`src/hdl/asa_pkg.sv`:
```
`timescale 1ns / 1ps
// Shared types and constants for the aligned stack allocator.
// No dependencies; used by asa_ctrl, asa_dp and aligned_stack_allocator.
package asa_pkg;

    localparam int unsigned HEADER_BYTES = 8;
    localparam int unsigned STACK_DEPTH  = 64;
    localparam int unsigned SLOT_W       = $clog2(STACK_DEPTH);
    localparam int unsigned COUNT_W      = $clog2(STACK_DEPTH + 1);
    localparam int unsigned ADJ_W        = 8;
    localparam int unsigned ADDR_W       = 32;
    localparam int unsigned ALIGN_W      = 8;

    // Register indexes on the configuration port
    localparam logic REG_REGION_BASE  = 1'b0;
    localparam logic REG_REGION_BYTES = 1'b1;

    // Request kinds
    localparam logic ACT_ALLOC = 1'b0;
    localparam logic ACT_FREE  = 1'b1;

    typedef enum logic [2:0] {
        ST_OK      = 3'd0,
        ST_BAD_ARG = 3'd1,
        ST_NO_MEM  = 3'd2,
        ST_NOT_TOP = 3'd3,
        ST_EMPTY   = 3'd4
    } status_t;

    // Commands from the controller to the datapath
    typedef struct packed {
        logic load;
        logic lookup;
        logic exec;
    } cmd_t;

    // Configuration write strobes
    typedef struct packed {
        logic                base_we;
        logic                bytes_we;
        logic [ADDR_W-1:0]   data;
    } cfg_wr_t;

    // Configuration read-back
    typedef struct packed {
        logic [ADDR_W-1:0] region_base;
        logic [ADDR_W-1:0] region_bytes;
    } cfg_rd_t;

    // One stack entry
    typedef struct packed {
        logic [ADJ_W-1:0]  adj;
        logic [ADDR_W-1:0] block;
    } entry_t;

endpackage

```
`src/hdl/asa_ctrl.sv`:
```
`timescale 1ns / 1ps
// Sequencing state machine of the aligned stack allocator.
// Depends on asa_pkg; drives the asa_dp commands and both handshakes.
module asa_ctrl
(
    input  logic          clk,
    input  logic          rst_n,
    input  logic          s_tvalid,
    output logic          s_tready,
    output logic          m_tvalid,
    input  logic          m_tready,
    output asa_pkg::cmd_t cmd
);

    typedef enum logic [1:0] {
        IDLE_S,
        LOOKUP_S,
        EXEC_S,
        RESP_S
    } state_t;

    state_t state_reg;
    state_t state_next;
    logic   m_tvalid_reg;
    logic   m_tvalid_next;

    // Commands follow the state
    assign s_tready   = (state_reg == IDLE_S);
    assign cmd.load   = s_tvalid && s_tready;
    assign cmd.lookup = (state_reg == LOOKUP_S);
    assign cmd.exec   = (state_reg == EXEC_S);
    assign m_tvalid   = m_tvalid_reg;

    // Next state and result valid
    always_comb
    begin
        state_next    = state_reg;
        m_tvalid_next = m_tvalid_reg;
        case (state_reg)
            IDLE_S:
            begin
                if (s_tvalid)
                begin
                    state_next = LOOKUP_S;
                end
            end
            LOOKUP_S:
            begin
                state_next = EXEC_S;
            end
            EXEC_S:
            begin
                state_next    = RESP_S;
                m_tvalid_next = 1'b1;
            end
            RESP_S:
            begin
                if (m_tready)
                begin
                    state_next    = IDLE_S;
                    m_tvalid_next = 1'b0;
                end
            end
            default:
            begin
                state_next    = IDLE_S;
                m_tvalid_next = 1'b0;
            end
        endcase
    end

    // Hold state and registered outputs
    always_ff @(posedge clk or negedge rst_n)
    begin
        if (!rst_n)
        begin
            state_reg    <= IDLE_S;
            m_tvalid_reg <= 1'b0;
        end
        else
        begin
            state_reg    <= state_next;
            m_tvalid_reg <= m_tvalid_next;
        end
    end

    // Result is only offered while waiting in the response state
    a_valid_in_resp: assert property (@(posedge clk) disable iff (!rst_n)
        m_tvalid_reg |-> (state_reg == RESP_S))
        else $error("result valid outside response state");

    // Execution always produces a result on the next cycle
    a_exec_gives_result: assert property (@(posedge clk) disable iff (!rst_n)
        (state_reg == EXEC_S) |=> m_tvalid_reg)
        else $error("execution did not raise result valid");

    // An accepted transaction goes straight to the stack lookup
    a_load_to_lookup: assert property (@(posedge clk) disable iff (!rst_n)
        cmd.load |=> (state_reg == LOOKUP_S))
        else $error("accepted transaction not looked up");

endmodule

```
`src/hdl/asa_dp.sv`:
```
`timescale 1ns / 1ps
// Datapath of the aligned stack allocator: region registers, top pointer,
// entry stack memory, alignment and bounds arithmetic. Depends on asa_pkg.
module asa_dp
(
    input  logic                           clk,
    input  logic                           rst_n,
    input  asa_pkg::cmd_t                  cmd,
    input  asa_pkg::cfg_wr_t               cfg_wr,
    output asa_pkg::cfg_rd_t               cfg_rd,
    input  logic                           in_action,
    input  logic [asa_pkg::ADDR_W-1:0]     in_request_bytes,
    input  logic [asa_pkg::ALIGN_W-1:0]    in_alignment,
    input  logic [asa_pkg::ADDR_W-1:0]     in_block_address,
    output logic [asa_pkg::ADDR_W-1:0]     granted_address,
    output asa_pkg::status_t               status
);

    localparam int unsigned WIDE_W = asa_pkg::ADDR_W + 2;
    localparam int unsigned END_W  = asa_pkg::ADDR_W + 3;

    // Control state
    logic [asa_pkg::ADDR_W-1:0]  region_base_reg;
    logic [asa_pkg::ADDR_W-1:0]  region_bytes_reg;
    logic [asa_pkg::ADDR_W-1:0]  top_reg;
    logic [asa_pkg::COUNT_W-1:0] count_reg;

    // Captured request
    logic                         action_reg;
    logic [asa_pkg::ADDR_W-1:0]   size_reg;
    logic [asa_pkg::ALIGN_W-1:0]  align_reg;
    logic [asa_pkg::ADDR_W-1:0]   block_reg;

    // Lookup stage results
    asa_pkg::entry_t              rd_entry_reg;
    logic [WIDE_W-1:0]            aligned_reg;
    logic [WIDE_W-1:0]            limit_reg;
    logic                         bad_arg_reg;
    logic                         full_reg;

    // Result registers
    logic [asa_pkg::ADDR_W-1:0]   addr_reg;
    asa_pkg::status_t             status_reg;

    // Entry stack
    asa_pkg::entry_t              stack_mem [asa_pkg::STACK_DEPTH];

    logic [asa_pkg::COUNT_W-1:0]  slot_top;
    logic [WIDE_W-1:0]            align_ext;
    logic [WIDE_W-1:0]            aligned_sum;
    logic [END_W-1:0]             end_addr;
    logic                         past_end;
    logic [asa_pkg::ADJ_W-1:0]    adj;
    logic                         alloc_ok;
    logic                         free_ok;

    assign slot_top    = count_reg - 1'b1;
    assign align_ext   = {{(WIDE_W - asa_pkg::ALIGN_W){1'b0}}, align_reg};
    assign aligned_sum = {2'b00, top_reg} + WIDE_W'(asa_pkg::HEADER_BYTES)
                         + align_ext - 1'b1;

    // Bounds check against the region end and the 32-bit address space
    assign end_addr = {1'b0, aligned_reg} + {3'b000, size_reg};
    assign past_end = (end_addr > {1'b0, limit_reg})
                      || (end_addr > (END_W'(1) << asa_pkg::ADDR_W));
    assign adj      = aligned_reg[asa_pkg::ADJ_W-1:0] - top_reg[asa_pkg::ADJ_W-1:0];

    assign alloc_ok = (action_reg == asa_pkg::ACT_ALLOC) && !bad_arg_reg
                      && !full_reg && !past_end;
    assign free_ok  = (action_reg == asa_pkg::ACT_FREE) && (count_reg != '0)
                      && (rd_entry_reg.block == block_reg);

    // Capture request, prepare aligned address and stack read, push entry
    always_ff @(posedge clk)
    begin
        if (cmd.load)
        begin
            action_reg <= in_action;
            size_reg   <= in_request_bytes;
            align_reg  <= in_alignment;
            block_reg  <= in_block_address;
        end
        if (cmd.lookup)
        begin
            rd_entry_reg <= stack_mem[slot_top[asa_pkg::SLOT_W-1:0]];
            aligned_reg  <= aligned_sum & ~(align_ext - 1'b1);
            limit_reg    <= {2'b00, region_base_reg} + {2'b00, region_bytes_reg};
            bad_arg_reg  <= (size_reg == '0) || (align_reg == '0)
                            || ((align_reg & (align_reg - 1'b1)) != '0);
            full_reg     <= (count_reg == asa_pkg::COUNT_W'(asa_pkg::STACK_DEPTH));
        end
        if (cmd.exec && alloc_ok)
        begin
            stack_mem[count_reg[asa_pkg::SLOT_W-1:0]] <=
                '{adj: adj, block: aligned_reg[asa_pkg::ADDR_W-1:0]};
        end
    end

    // Produce the result of the transaction
    always_ff @(posedge clk)
    begin
        if (cmd.exec)
        begin
            if (action_reg == asa_pkg::ACT_ALLOC)
            begin
                if (bad_arg_reg)
                begin
                    status_reg <= asa_pkg::ST_BAD_ARG;
                    addr_reg   <= '0;
                end
                else if (full_reg || past_end)
                begin
                    status_reg <= asa_pkg::ST_NO_MEM;
                    addr_reg   <= '0;
                end
                else
                begin
                    status_reg <= asa_pkg::ST_OK;
                    addr_reg   <= aligned_reg[asa_pkg::ADDR_W-1:0];
                end
            end
            else
            begin
                addr_reg <= '0;
                if (count_reg == '0)
                begin
                    status_reg <= asa_pkg::ST_EMPTY;
                end
                else if (!free_ok)
                begin
                    status_reg <= asa_pkg::ST_NOT_TOP;
                end
                else
                begin
                    status_reg <= asa_pkg::ST_OK;
                end
            end
        end
    end

    // Hold region registers; advance or rewind the top
    always_ff @(posedge clk or negedge rst_n)
    begin
        if (!rst_n)
        begin
            region_base_reg  <= '0;
            region_bytes_reg <= '0;
            top_reg          <= '0;
            count_reg        <= '0;
        end
        else
        begin
            if (cfg_wr.base_we)
            begin
                region_base_reg <= cfg_wr.data;
                top_reg         <= cfg_wr.data;
                count_reg       <= '0;
            end
            else if (cmd.exec && alloc_ok)
            begin
                top_reg   <= end_addr[asa_pkg::ADDR_W-1:0];
                count_reg <= count_reg + 1'b1;
            end
            else if (cmd.exec && free_ok)
            begin
                top_reg   <= block_reg - {{(asa_pkg::ADDR_W - asa_pkg::ADJ_W){1'b0}},
                                          rd_entry_reg.adj};
                count_reg <= slot_top;
            end
            if (cfg_wr.bytes_we)
            begin
                region_bytes_reg <= cfg_wr.data;
            end
        end
    end

    assign cfg_rd.region_base  = region_base_reg;
    assign cfg_rd.region_bytes = region_bytes_reg;
    assign granted_address     = addr_reg;
    assign status              = status_reg;

    // The stack never holds more entries than it has slots
    a_count_bound: assert property (@(posedge clk) disable iff (!rst_n)
        count_reg <= asa_pkg::COUNT_W'(asa_pkg::STACK_DEPTH))
        else $error("entry count beyond stack depth");

endmodule

```
`src/hdl/aligned_stack_allocator.sv`:
```
`timescale 1ns / 1ps
// Aligned stack allocator, top level: stream ports, configuration port,
// controller and datapath. Depends on asa_pkg, asa_ctrl and asa_dp.
//
// Each request is accepted when the block is idle and yields one result
// after a lookup state (stack read, alignment step) and an execute state
// (bounds check and commit); the next request is accepted the cycle after
// the result is taken, so requests do not overlap. This order is set by
// the registered read of the 64-entry stack memory and the two-stage
// address arithmetic. Writing region_base empties the stack and moves the
// top to the new base; registers sit at byte addresses 0 and 4.
module aligned_stack_allocator
(
    input  logic        clk,
    input  logic        rst_n,
    // APB-style configuration port
    input  logic        psel,
    input  logic        penable,
    input  logic        pwrite,
    input  logic [2:0]  paddr,
    input  logic [31:0] pwdata,
    output logic [31:0] prdata,
    output logic        pready,
    // Request stream
    input  logic        s_tvalid,
    output logic        s_tready,
    input  logic [71:0] s_tdata,   // request_bytes[31:0], alignment[39:32], block_address[71:40]
    input  logic        s_tuser,   // action[0]
    // Result stream
    output logic        m_tvalid,
    input  logic        m_tready,
    output logic [31:0] m_tdata,   // granted_address[31:0]
    output logic [2:0]  m_tuser    // status[2:0]
);

    asa_pkg::cmd_t    cmd;
    asa_pkg::cfg_wr_t cfg_wr;
    asa_pkg::cfg_rd_t cfg_rd;
    asa_pkg::status_t status;
    logic             wr_en;

    // Decode configuration writes
    assign pready          = 1'b1;
    assign wr_en           = psel && penable && pwrite && pready;
    assign cfg_wr.base_we  = wr_en && (paddr[2] == asa_pkg::REG_REGION_BASE);
    assign cfg_wr.bytes_we = wr_en && (paddr[2] == asa_pkg::REG_REGION_BYTES);
    assign cfg_wr.data     = pwdata;

    // Return the addressed register
    always_comb
    begin
        case (paddr[2])
            asa_pkg::REG_REGION_BASE:  prdata = cfg_rd.region_base;
            asa_pkg::REG_REGION_BYTES: prdata = cfg_rd.region_bytes;
            default:                   prdata = '0;
        endcase
    end

    asa_ctrl u_ctrl
    (
        .clk      (clk),
        .rst_n    (rst_n),
        .s_tvalid (s_tvalid),
        .s_tready (s_tready),
        .m_tvalid (m_tvalid),
        .m_tready (m_tready),
        .cmd      (cmd)
    );

    asa_dp u_dp
    (
        .clk              (clk),
        .rst_n            (rst_n),
        .cmd              (cmd),
        .cfg_wr           (cfg_wr),
        .cfg_rd           (cfg_rd),
        .in_action        (s_tuser),
        .in_request_bytes (s_tdata[31:0]),
        .in_alignment     (s_tdata[39:32]),
        .in_block_address (s_tdata[71:40]),
        .granted_address  (m_tdata),
        .status           (status)
    );

    assign m_tuser = status;

endmodule
```
`config.mk`:
```
export PLATFORM = sky130hd
export DESIGN_NAME = aligned_stack_allocator
export DESIGN_NICKNAME = d
export VERILOG_FILES = /design/src/hdl/asa_pkg.sv /design/src/hdl/asa_ctrl.sv /design/src/hdl/asa_dp.sv /design/src/hdl/aligned_stack_allocator.sv
export SDC_FILE = /design/constraint.sdc
export NUM_CORES = 2
export LEC_CHECK = 0
export BUFFER_PORTS_ARGS = -buffer_cell sky130_fd_sc_hd__buf_2
export CAP_MARGIN = 25
export CELL_PAD_IN_SITES_DETAIL_PLACEMENT = 1
export CELL_PAD_IN_SITES_GLOBAL_PLACEMENT = 1
export CORE_ASPECT_RATIO = 0.8
export CORE_UTILIZATION = 55
export DETAILED_ROUTE_END_ITERATION = 8
export GPL_TIMING_DRIVEN = 0
export PLACE_DENSITY = 0.76
export SLEW_MARGIN = 40
export SYNTH_ARGS = -nofsm -noshare
export SYNTH_HDL_FRONTEND = slang
export SYNTH_SLANG_ARGS = --single-unit
export TNS_END_PERCENT = 100
```
`constraint.sdc`:
```
create_clock -name clk -period 10.9 [get_ports clk]
set_input_delay 0.545 -clock clk [delete_from_list [all_inputs] [get_ports clk]]
set_output_delay 0.545 -clock clk [all_outputs]
set_load 0.02 [all_outputs]
```
==> impl_metrics.yaml <==
sta:
  fmax_ghz: 0.0995
  timing.final.crit_period_ns: 10.06
  rsz0062_at_grt: "no"
  finalCritPeriodShare_pct: 92.2
  finalSetupViolCount: 0
  fin_worst_hold_slack_ns: 0.106
  worst_pin_slew_ns: 1.01
  hold_violations: 0
  fin_skew_ns: 0.0451
  drv_slew: 0
  setup_tns_ns: 0
  max-slew-margin-rel_pct: 32.4
floorplanning:
  core_um2: 212000
  io_pins: 185
  die-area_um2: 215000
  initial_core_util_pct: 55.4
  die_w_um: 518
  dieHeight_um: 415
  rows: 151
synth:
  synth_nets: 5952
  netlist_instances: 5665
  synth_edf_count: 2777
  synth-warning-count: 0
  synth.most_common_cell: "edfxtp_1"
  synth.area.top_cells: "edfxtp_1 (71%), mux4_2 (16%), dfrtp_1 (2.3%)"
  synth_ff_type: "edfxtp_1"
  syn_area_um2: 117000
  ys_types: 85
  syn_area_per_cell_um2: 20.7
  netlist.area_leader.share_pct: 71.0
  yosysTopAreaCell: "edfxtp_1"
  ys_ff_latch: 2883
  async_flop_share_pct: 3.68
  ys_top_cells_by_count: "edfxtp_1 (2,777), mux4_2 (840), nand2_1 (208), clkbuf_1 (190), ha_1 (167)"
  synth_seq_area_share_pct: 73.3
global_route:
  antenna_found_initial: 51
  top_usage_layer: "met2"
  grt_util_all_layers_pct: 35.5
  grt_pass1_vias: 66800
  grt_start_max_net_pins: 55
  grt_overflow: 0
  use_met3_pct: 12.0
  grt_use_met2_pct: 52.6
  grt_pass1_wl_mm: 524
  met1_usage_pct: 48.9
cells_and_area:
  seqCellArea_um2: 86000
  final_cell_area_um2: 137000
  drive_above_1_share_pct: 30.5
  syn_to_final_growth_pct: 16.7
  multi_input_area_um2: 30400
  fin_nets: 6834
  n_fill_cell: 17300
  final_util_pct: 64.7
  largest_reg_flops: 2560
routing:
  initialDrtViolationCount: 9669
  via_per_inst: 6.80
  firstDrtPassIters: 9
  vias: 65400
  wire_per_inst_um: 39.4
  final_antenna_net_count: 0
  wl_mm: 379
  drcViolationCount: 6
flow_run:
  maxCapViolCount: 0
worst_setup_path:
  critPathLaunchType: "flip-flop"
  cp-end-kind: "flip-flop"
  crit_fanout: 14
  r2r_cells: 28
  worst_ep_required_time_ns: 11.49
  slowest_stage: "edfxtp_1"
  crit_top_cell: "buf_4"
  slowest_delay_ns: 0.67
  crit_type: "reg2reg"
  crit_arrival_ns: 10.64
cts:
  root_buffer: "clkbuf_16"
  clock_latency_ns: 0.90
  cts_made_buffers: 284
  clockBufferDepth: 4
  clkSinkCount: 2883
  clkTransAtPathRegs_ns: 0.06
  post_cts_buffers: 0
  htreeDepth: 5
  cts_tree: "yes"
place:
  gp_congestion: 0.960
  place_area_um2: 127000
  io_buffers: 180
  hpwl_mm: 265
min_path:
  hp-class: "in2reg"
  whs_path_depth: 5
power:
  p_per_area_nw_per_um2: 302
  power.leakage_nw: 45.3
  peakVddDrop_v: 0.000226
status:
  violations: "design-rule violations"
  outcome: "complete, but fails checks"
per-stage QoR:
stage               worst slack, ns  std cells  total power [mW]
finish                        0.845       9616              41.4
global route                  0.669       9594              42.1
CTS                            1.31       9590              40.8
detailed placement             1.41       8983              31.0
global placement              -5.22       8675              29.5
floorplan                      1.86       5665              23.2
per-layer routing:
metal / vias up / share of wire, %
met5: - / 0.063
met4: 34 / 4.5
met3: 839 / 13
met2: 4296 / 45
met1: 35000 / 37
li1: 25200 / -
power by group:
part / switching [mW] / leakage, nW / internal [mW]
Sequential: 0.465 / 26.3 / 14.7
Combinational: 10.8 / 14.6 / 5.64
Clock: 4.24 / 4.34 / 5.53
Total: 15.5 / 45.3 / 25.9
final timing paths:
| check | start | end | slack (ns) |
|---|---|---|---|
| min in group asynchronous | rst_n | u_dp.region_bytes_reg[4]$_DFFE_PN0P_ | 0.19 |
| min | s_tvalid | u_ctrl.state_reg[1]$_DFFE_PN0P_ | 0.11 |
| min reg2reg | u_dp.region_base_reg[28]$_DFFE_PN0P_ | u_dp.region_base_reg[28]$_DFFE_PN0P_ | 0.51 |
| max reg2reg | u_dp.aligned_reg[5]$_DFFE_PN_ | u_dp.stack_mem[24][22]$_DFFE_PP_ | 0.84 |
| max in group asynchronous | rst_n | u_dp.count_reg[5]$_DFFE_PN0P_ | 10.00 |
| max | u_dp.aligned_reg[5]$_DFFE_PN_ | u_dp.stack_mem[24][22]$_DFFE_PP_ | 0.84 |
cell usage in the layout, fill, tap and decap left out, drive strengths merged, types with 79 or more instances in the layout:
cell type,count
dlygate4sd3,107
clkbuf,570
nor2,114
dfrtp,106
ha,167
buf,540
mux4,840
a21oi,109
xnor2,79
clkinv,93
edfxtp,2777
inv,160
o21ai,105
nand2,208
xor2,87
worst max-delay path, delay by kind of cell (launching register included):
family	cells	cell delay, ns
AOI/OAI and AO/OA	11	3.61
xor gates and xnor gates	1	0.59
and+or+nand+nor	6	2.22
buffers and inverters	8	1.79
DFF	1	0.67
adders and majority gates	2	0.85
logic make-up (layout without fill, tap and decap cells):
kind of cell	count (synthesis)	count (layout)	share of synthesized area, %
xor+xnor	166	166	1.24
flops	2883	2883	73.3
buf+inv	404	1500	1.34
simple gates	694	694	2.99
fa+ha+maj	172	172	1.87
compound gates	408	408	2.25
other cells	1	26	0.00319
mux	937	937	17.0
layout make-up:
type | instances | share of cell area [%]
Antenna cell | 25 | 0.0457
Buffer | 246 | 0.845
Clock buffer | 375 | 5.63
Clock inverter | 125 | 0.885
Inverter | 158 | 0.437
Multi-Input combinational cell | 2378 | 22.2
Sequential cell | 2883 | 62.8
Tap cell | 2830 | 2.59
Timing Repair Buffer | 596 | 4.54
repair_timing:
action / in CTS / in global routing
hold buffers: 107 / 0
resized for setup: 0 / 0
endpoints found under the hold margin: 232 / 0
Note: power is estimated with default switching activity, not from simulation.
